--- config.mk ---
export PLATFORM = sky130hd
export DESIGN_NAME = header_synced_command_deframer_core
export DESIGN_NICKNAME = d
export VERILOG_FILES = /design/src/hw/rtl/hscd_pkg.sv /design/src/hw/rtl/header_synced_command_deframer_core.sv /design/src/hw/rtl/hscd_parser.sv
export SDC_FILE = /design/constraint.sdc
export NUM_CORES = 1
export LEC_CHECK = 0
export BUFFER_PORTS_ARGS = -buffer_cell sky130_fd_sc_hd__buf_4
export CAP_MARGIN = 20
export CORE_MARGIN = 1.5
export CORE_UTILIZATION = 49
export CTS_CLUSTER_DIAMETER = 60
export DETAILED_ROUTE_END_ITERATION = 10
export PLACE_DENSITY = 0.73
export SLEW_MARGIN = 20
export SYNTH_ARGS = -nofsm -noshare
export SYNTH_HDL_FRONTEND = slang
export SYNTH_SLANG_ARGS = --single-unit
--- constraint.sdc ---
create_clock -name clk_i -period 6.15 [get_ports clk_i]
set_input_delay 1.23 -clock clk_i [delete_from_list [all_inputs] [get_ports clk_i]]
set_output_delay 1.23 -clock clk_i [all_outputs]
set_load 0.005 [all_outputs]
--- src/hw/rtl/hscd_pkg.sv ---
// shared types and constants for the header synced command deframer
package hscd_pkg;

  localparam logic [7:0] HdrRun    = 8'hFF;
  localparam logic [7:0] HdrEnd    = 8'hFD;
  localparam logic [7:0] Broadcast = 8'hFF;
  localparam logic [7:0] CmdFirst  = 8'h01;
  localparam logic [7:0] CmdLast   = 8'h06;

  // run of 0xff bytes saturates here
  localparam logic [1:0] FfSat = 2'd2;

  // payload bytes that the decoder looks at
  localparam int unsigned DecodeBytes = 4;

  typedef enum logic [2:0] {
    ActNone       = 3'd0,
    ActStatus     = 3'd1,
    ActDarkMode   = 3'd2,
    ActOpto       = 3'd3,
    ActHertz      = 3'd4,
    ActPulseWidth = 3'd5,
    ActReturnId   = 3'd6
  } action_e;

  typedef struct packed {
    logic        packet_done;
    logic        addressed;
    action_e     action;
    logic [7:0]  arg_first;
    logic [7:0]  arg_second;
    logic [15:0] arg_word;
    logic        line_error;
  } res_t;

endpackage

--- src/hw/rtl/header_synced_command_deframer_core.sv ---
// top level of the header synced command deframer: input stage, parser and result register
//
// Receives serial bytes with their overrun and framing flags on the input
// channel and gives one result per byte on the output channel, both with
// valid/ready; a transfer happens when valid and ready are both high.
// A packet is two or more 0xff bytes, 0xfd, then PACKET_BYTES-3 payload
// bytes; the last payload byte gives packet_done with the decoded address
// match, action and argument bytes. A byte with a line error resets the
// parser and gives line_error only.
// Between an input transfer and out_valid_o lie the input register and then
// the result register. Throughput: one byte per cycle while the receiver
// takes results, set by the combinational parser step between the registers.
// A stalled receiver holds the result register; the input register still
// takes one more byte, after which in_ready_o drops until the result moves.
// The device id is written on the cfg channel, which is always ready; write
// it only with no byte in flight. Reset clears the parser, both valid flags
// and the device id (to 0).
module header_synced_command_deframer_core #(
  parameter int unsigned PACKET_BYTES = 9
) (
  input  logic        clk_i,
  input  logic        rst_ni,
  input  logic        cfg_valid_i,
  output logic        cfg_ready_o,
  input  logic [7:0]  cfg_device_id_i,
  input  logic        in_valid_i,
  output logic        in_ready_o,
  input  logic [7:0]  rx_byte_i,
  input  logic        overrun_error_i,
  input  logic        framing_error_i,
  output logic        out_valid_o,
  input  logic        out_ready_i,
  output logic        packet_done_o,
  output logic        addressed_o,
  output logic [2:0]  action_o,
  output logic [7:0]  arg_first_o,
  output logic [7:0]  arg_second_o,
  output logic [15:0] arg_word_o,
  output logic        line_error_o
);

  logic           device_id_q;
  logic [7:0]     dev_id_q;
  logic           s1_valid_q;
  logic [7:0]     s1_byte_q;
  logic           s1_ovr_q, s1_frm_q;
  logic           out_valid_q;
  hscd_pkg::res_t res_q, res_d;
  logic           advance;

  assign cfg_ready_o = 1'b1;
  assign advance     = s1_valid_q && (!out_valid_q || out_ready_i);
  assign in_ready_o  = !s1_valid_q || advance;

  always_ff @(posedge clk_i or negedge rst_ni) begin
    if (!rst_ni) begin
      dev_id_q    <= '0;
      device_id_q <= 1'b0;
    end else if (cfg_valid_i) begin
      dev_id_q    <= cfg_device_id_i;
      device_id_q <= 1'b1;
    end
  end

  always_ff @(posedge clk_i or negedge rst_ni) begin
    if (!rst_ni) begin
      s1_valid_q  <= 1'b0;
      out_valid_q <= 1'b0;
    end else begin
      if (in_ready_o) begin
        s1_valid_q <= in_valid_i;
      end
      if (advance) begin
        out_valid_q <= 1'b1;
      end else if (out_ready_i) begin
        out_valid_q <= 1'b0;
      end
    end
  end

  always_ff @(posedge clk_i) begin
    if (in_valid_i && in_ready_o) begin
      s1_byte_q <= rx_byte_i;
      s1_ovr_q  <= overrun_error_i;
      s1_frm_q  <= framing_error_i;
    end
    if (advance) begin
      res_q <= res_d;
    end
  end

  hscd_parser #(
    .PACKET_BYTES (PACKET_BYTES)
  ) u_parser (
    .clk_i           (clk_i),
    .rst_ni          (rst_ni),
    .step_i          (advance),
    .device_id_i     (device_id_q ? dev_id_q : 8'h00),
    .rx_byte_i       (s1_byte_q),
    .overrun_error_i (s1_ovr_q),
    .framing_error_i (s1_frm_q),
    .res_o           (res_d)
  );

  assign out_valid_o   = out_valid_q;
  assign packet_done_o = res_q.packet_done;
  assign addressed_o   = res_q.addressed;
  assign action_o      = res_q.action;
  assign arg_first_o   = res_q.arg_first;
  assign arg_second_o  = res_q.arg_second;
  assign arg_word_o    = res_q.arg_word;
  assign line_error_o  = res_q.line_error;

  a_stall_hold: assert property (@(posedge clk_i) disable iff (!rst_ni)
    out_valid_q && !out_ready_i |=> out_valid_q && $stable(res_q))
    else $error("result changed while the receiver stalled");

  a_no_drop: assert property (@(posedge clk_i) disable iff (!rst_ni)
    s1_valid_q && !advance |=> s1_valid_q && $stable(s1_byte_q))
    else $error("held input byte lost before the parser took it");

  a_one_result: assert property (@(posedge clk_i) disable iff (!rst_ni)
    advance |=> out_valid_q)
    else $error("parser step without a result");

endmodule

--- src/hw/rtl/hscd_parser.sv ---
// header detector, payload capture and command decode for one received byte
module hscd_parser #(
  parameter int unsigned PACKET_BYTES = 9
) (
  input  logic               clk_i,
  input  logic               rst_ni,
  input  logic               step_i,
  input  logic [7:0]         device_id_i,
  input  logic [7:0]         rx_byte_i,
  input  logic               overrun_error_i,
  input  logic               framing_error_i,
  output hscd_pkg::res_t     res_o
);

  localparam int unsigned PayloadBytes = PACKET_BYTES - 3;
  localparam int unsigned IdxW         = $clog2(PayloadBytes);
  localparam logic [IdxW-1:0] LastIdx  = IdxW'(PayloadBytes - 1);

  logic [1:0]      ff_q, ff_d, ff_mid;
  logic            in_packet_q, in_packet_d;
  logic [IdxW-1:0] idx_q, idx_d;
  logic [7:0]      store_q [hscd_pkg::DecodeBytes];
  logic [7:0]      store_d [hscd_pkg::DecodeBytes];
  logic            err, done, hit;
  logic [7:0]      addr_b, cmd_b;

  assign err = overrun_error_i | framing_error_i;

  // capture bypass: the completing byte may itself be a decoded byte
  always_comb begin
    for (int k = 0; k < hscd_pkg::DecodeBytes; k++) begin
      store_d[k] = (in_packet_q && idx_q == IdxW'(k)) ? rx_byte_i : store_q[k];
    end
  end

  always_comb begin
    ff_d        = ff_q;
    ff_mid      = ff_q;
    in_packet_d = in_packet_q;
    idx_d       = idx_q;
    done        = 1'b0;
    if (err) begin
      ff_d        = '0;
      in_packet_d = 1'b0;
      idx_d       = '0;
    end else begin
      if (in_packet_q) begin
        if (idx_q == LastIdx) begin
          done        = 1'b1;
          ff_mid      = '0;
          in_packet_d = 1'b0;
          idx_d       = '0;
        end else begin
          idx_d = idx_q + IdxW'(1);
        end
      end
      // header check runs on every byte without a line error, payload included
      if (rx_byte_i == hscd_pkg::HdrRun) begin
        ff_d = (ff_mid == hscd_pkg::FfSat) ? ff_mid : ff_mid + 2'd1;
      end else if (rx_byte_i == hscd_pkg::HdrEnd) begin
        if (ff_mid == hscd_pkg::FfSat) begin
          in_packet_d = 1'b1;
          idx_d       = '0;
        end
        ff_d = '0;
      end else begin
        ff_d = '0;
      end
    end
  end

  assign addr_b = store_d[0];
  assign cmd_b  = store_d[1];
  assign hit    = (addr_b == device_id_i) || (addr_b == hscd_pkg::Broadcast);

  always_comb begin
    res_o = '0;
    if (err) begin
      res_o.line_error = 1'b1;
    end else if (done) begin
      res_o.packet_done = 1'b1;
      res_o.addressed   = hit;
      if (hit && (cmd_b inside {[hscd_pkg::CmdFirst:hscd_pkg::CmdLast]})) begin
        res_o.action = hscd_pkg::action_e'(cmd_b[2:0]);
      end
      res_o.arg_first  = store_d[2];
      res_o.arg_second = store_d[3];
      res_o.arg_word   = {store_d[2], store_d[3]};
    end
  end

  always_ff @(posedge clk_i or negedge rst_ni) begin
    if (!rst_ni) begin
      ff_q        <= '0;
      in_packet_q <= 1'b0;
      idx_q       <= '0;
    end else if (step_i) begin
      ff_q        <= ff_d;
      in_packet_q <= in_packet_d;
      idx_q       <= idx_d;
    end
  end

  always_ff @(posedge clk_i) begin
    if (step_i && !err) begin
      for (int k = 0; k < hscd_pkg::DecodeBytes; k++) begin
        store_q[k] <= store_d[k];
      end
    end
  end

  a_ff_range: assert property (@(posedge clk_i) disable iff (!rst_ni)
    ff_q != 2'd3)
    else $error("ff run count beyond saturation");

  a_idx_range: assert property (@(posedge clk_i) disable iff (!rst_ni)
    idx_q <= LastIdx)
    else $error("payload index past last byte");

  a_idx_idle: assert property (@(posedge clk_i) disable iff (!rst_ni)
    !in_packet_q |-> idx_q == '0)
    else $error("payload index not cleared outside a packet");

  a_err_clear: assert property (@(posedge clk_i) disable iff (!rst_ni)
    step_i && err |=> !in_packet_q && ff_q == '0)
    else $error("line error did not reset the parser");

  a_done_excl: assert property (@(posedge clk_i) disable iff (!rst_ni)
    !(res_o.packet_done && res_o.line_error))
    else $error("completion and line error on the same byte");

endmodule

==> run metrics <==
status finished, final reports clean; relative slew slack 45.27%; root buffer cell clkbuf_8; Most used DFF post-synth edfxtp_1; Final HPWL DP 4824 um; Yosys top cell by area edfxtp_1; clock buffer depth 2; startpoint types input port; DR iter-0 viols 105; most common cell in the synthesized netlist edfxtp_1; WP data arrival 1.68 ns; Worst path max stage delay 0.18 ns; number of buffers created by CTS 9; area grow syn2layout 17.29%; first-pass GRT wire length 11520 um; total vias in the final route 2353; ratio of cells with drive above 1 in the final layout 34.80%; register area share after synthesis 61.77%; hold_buf cts 0; PostCTS Resize Cnt 0; gr ovfl total 0; largest net degree at the start of global routing 24; Vias/cell 5.336; total length of routed wires 6915 um; #FFs+latches synth 81; H-tree Lvls 3; Slew @ Worst Pin 0.8201 ns; EDFF count, synth 64; fin nets 363; # clock sinks 81; Crit. End Element output pin; Post-Syn Nets 312; num rows 31; Final Setup Violations 0; drt pass-1 iters 4; synth warn 0; DRC 0; Port Buffer Count 62; CP Data Required Time 4.92 ns; post-layout min period 2.908 ns; period utilisation layout 47.28%; DR WL/cell 15.68 um; crit-path cells buf_4, nand3b_1, buf_4; antenna fix cells 0; final worst slack 3.242 ns; die height 91.06 um; Fin Setup TNS 0 ns; leakage 0.001575 uW; clk_lat worst skew 0.35 ns; clock-pin slew on the worst setup and hold paths 0.08 ns; synthesized instance count 286; Hold WC Path Type reg -> reg; Max Fclk 0.3439 GHz; pwr dens 251.3 nW/um^2; final instance area 4457 um^2; post-route ant nets 0; TritonCTS clock tree yes; Post-synth top cells edfxtp_1 (64), mux2_2 (32), buf_4 (17), dfrtp_1 (17), o21ai_0 (17); Most common cell on crit path buf_4; Slew Viols, Final 0; worst setup path category in -> out; Synth Area per Inst 13.29 um^2; core box area 7370 um^2; RD Place Congestion 0.7961; critical-path maximum fanout 3; RSZ-0062 raised after global routing no; Fin. Hold Viols 0; FFs w/ async S/R, synth 20.99%; die area 8292 um^2; Slowest-stage cell, CP nand3b_1; worst clock skew 0.006300 ns; Total Routing Usage GR 17.96%; number of global-route vias before repair 2296; pre-CTS setup slack 3.236 ns; placed inst area 4238 um^2; initial antenna violation count 0; synth top area cells edfxtp_1 (51%), dfrtp_1 (11%), mux2_2 (9.5%); Post-Syn Area 3800 um^2; Yosys cell types 42; Max Cap Viol 0; VDD IR max 148.8 uV; Initial Util 51.56%; Yosys top cell area share 50.58%; I/O pin cnt 64; Die Width 91.06 um; setup bufs post-CTS 0
==> state kept, by name, summed over array words and instances, names as in the netlist <==
register              flops
u_parser.ff_q             2
u_parser.store_q         32
s1_ovr_q                  1
line_error_o              1
dev_id_q                  8
s1_valid_q                1
s1_byte_q                 8
arg_word_o                1
action_o                  3
packet_done_o             1
arg_first_o               8
s1_frm_q                  1
out_valid_o               1
arg_second_o              7
device_id_q               1
u_parser.idx_q            3
addressed_o               1
u_parser.in_packet_q      1
==> worst max-delay path, delay by kind of cell <==
| family | cells | cell delay [ns] |
|---|---|---|
| buffers and inverters | 2 | 0.27 |
| and+or+nand+nor | 1 | 0.18 |
==> placed cells by master (no fill, tap or decap), types with 2 or more instances in the layout <==
cell type / netlist / routed
nand2b_1: 4 / 4
o211ai_1: 2 / 2
or4_1: 3 / 3
mux2i_1: 3 / 3
clkinv_4: 0 / 3
edfxtp_1: 64 / 64
inv_1: 14 / 14
ha_1: 3 / 3
nand3_1: 6 / 6
bufinv_16: 0 / 2
nand2_1: 15 / 15
nand3b_1: 4 / 4
o221ai_1: 3 / 3
nor3_1: 10 / 10
nor2b_1: 9 / 9
and4_1: 2 / 2
mux2_4: 2 / 2
o21ai_0: 17 / 17
nand4_1: 4 / 4
nor2_1: 5 / 5
a21oi_1: 5 / 5
clkbuf_8: 0 / 9
mux2_2: 32 / 32
a31oi_1: 6 / 6
and2_1: 11 / 11
dfrtp_1: 17 / 17
xor2_1: 3 / 3
buf_4: 17 / 65
nor3b_1: 4 / 4
==> report_power, final <==
part	switching, uW	leakage, uW	total (uW)	internal, uW
Sequential	18.4	0.000711	630	611
Combinational	31.4	0.000754	69.7	38.4
Clock	192	0.000111	421	228
==> through the flow <==
step,util (%),total power (uW),std cells,hold slack [ns]
6_report,60.48,1120,441,0.4832
5_1_grt,60.48,1161,441,0.5124
4_1_cts,60.48,1129,441,0.4950
3_5_place_dp,57.50,712.9,425,0.4771
3_3_place_gp,57.50,710.2,425,0.4539
2_1_floorplan,-,672.7,286,0.4402
==> final timing paths <==
path / cells after the start / to / start / slack (ns)
max in group asynchronous: 1 / u_parser.idx_q[2]$_DFFE_PN0P_ / rst_ni / 5.23
min in group asynchronous: 1 / dev_id_q[5]$_DFFE_PN0P_ / rst_ni / 0.72
worst max-delay path: 3 / in_ready_o / out_ready_i / 3.24
worst max register to register: 6 / action_o[0]$_SDFFCE_PP0P_ / u_parser.idx_q[0]$_DFFE_PN0P_ / 3.52
worst min register to register: 2 / u_parser.ff_q[1]$_DFFE_PN0P_ / u_parser.ff_q[1]$_DFFE_PN0P_ / 0.48
worst min-delay path: 2 / u_parser.ff_q[1]$_DFFE_PN0P_ / u_parser.ff_q[1]$_DFFE_PN0P_ / 0.48
==> logic make-up after synthesis <==
| logic type | Yosys count | share of synthesized area, % |
|---|---|---|
| AOI/OAI and AO/OA | 39 | 6.322 |
| and+or+nand+nor | 83 | 13.10 |
| DFF | 81 | 61.77 |
| xor gates and xnor gates | 3 | 0.6916 |
| other | 1 | 0.09869 |
| muxes | 37 | 11.06 |
| adders and majority gates | 3 | 0.9879 |
| buffers and inverters | 39 | 5.960 |
==> layer usage <==
layer / vias up / share of wire (%) / track usage, %
met5: - / 0 / 0
met4: 0 / 1.3 / 6.641
met3: 9 / 4.8 / 3.936
met2: 69 / 46 / 27.30
met1: 1127 / 47 / 25.33
li1: 1148 / - / -
==> final cells by class <==
type                    instances  area (um^2)
clock inverters                 7        95.09
inverters                      14        52.55
fillers                       633         2913
flip-flops and latches         81         2347
multi-input cells             166         1226
well taps                      99        123.9
clock buffers                   9        123.9
repair buffers                 65        488.0
No activity file was read; power rests on OpenSTA's default activity.
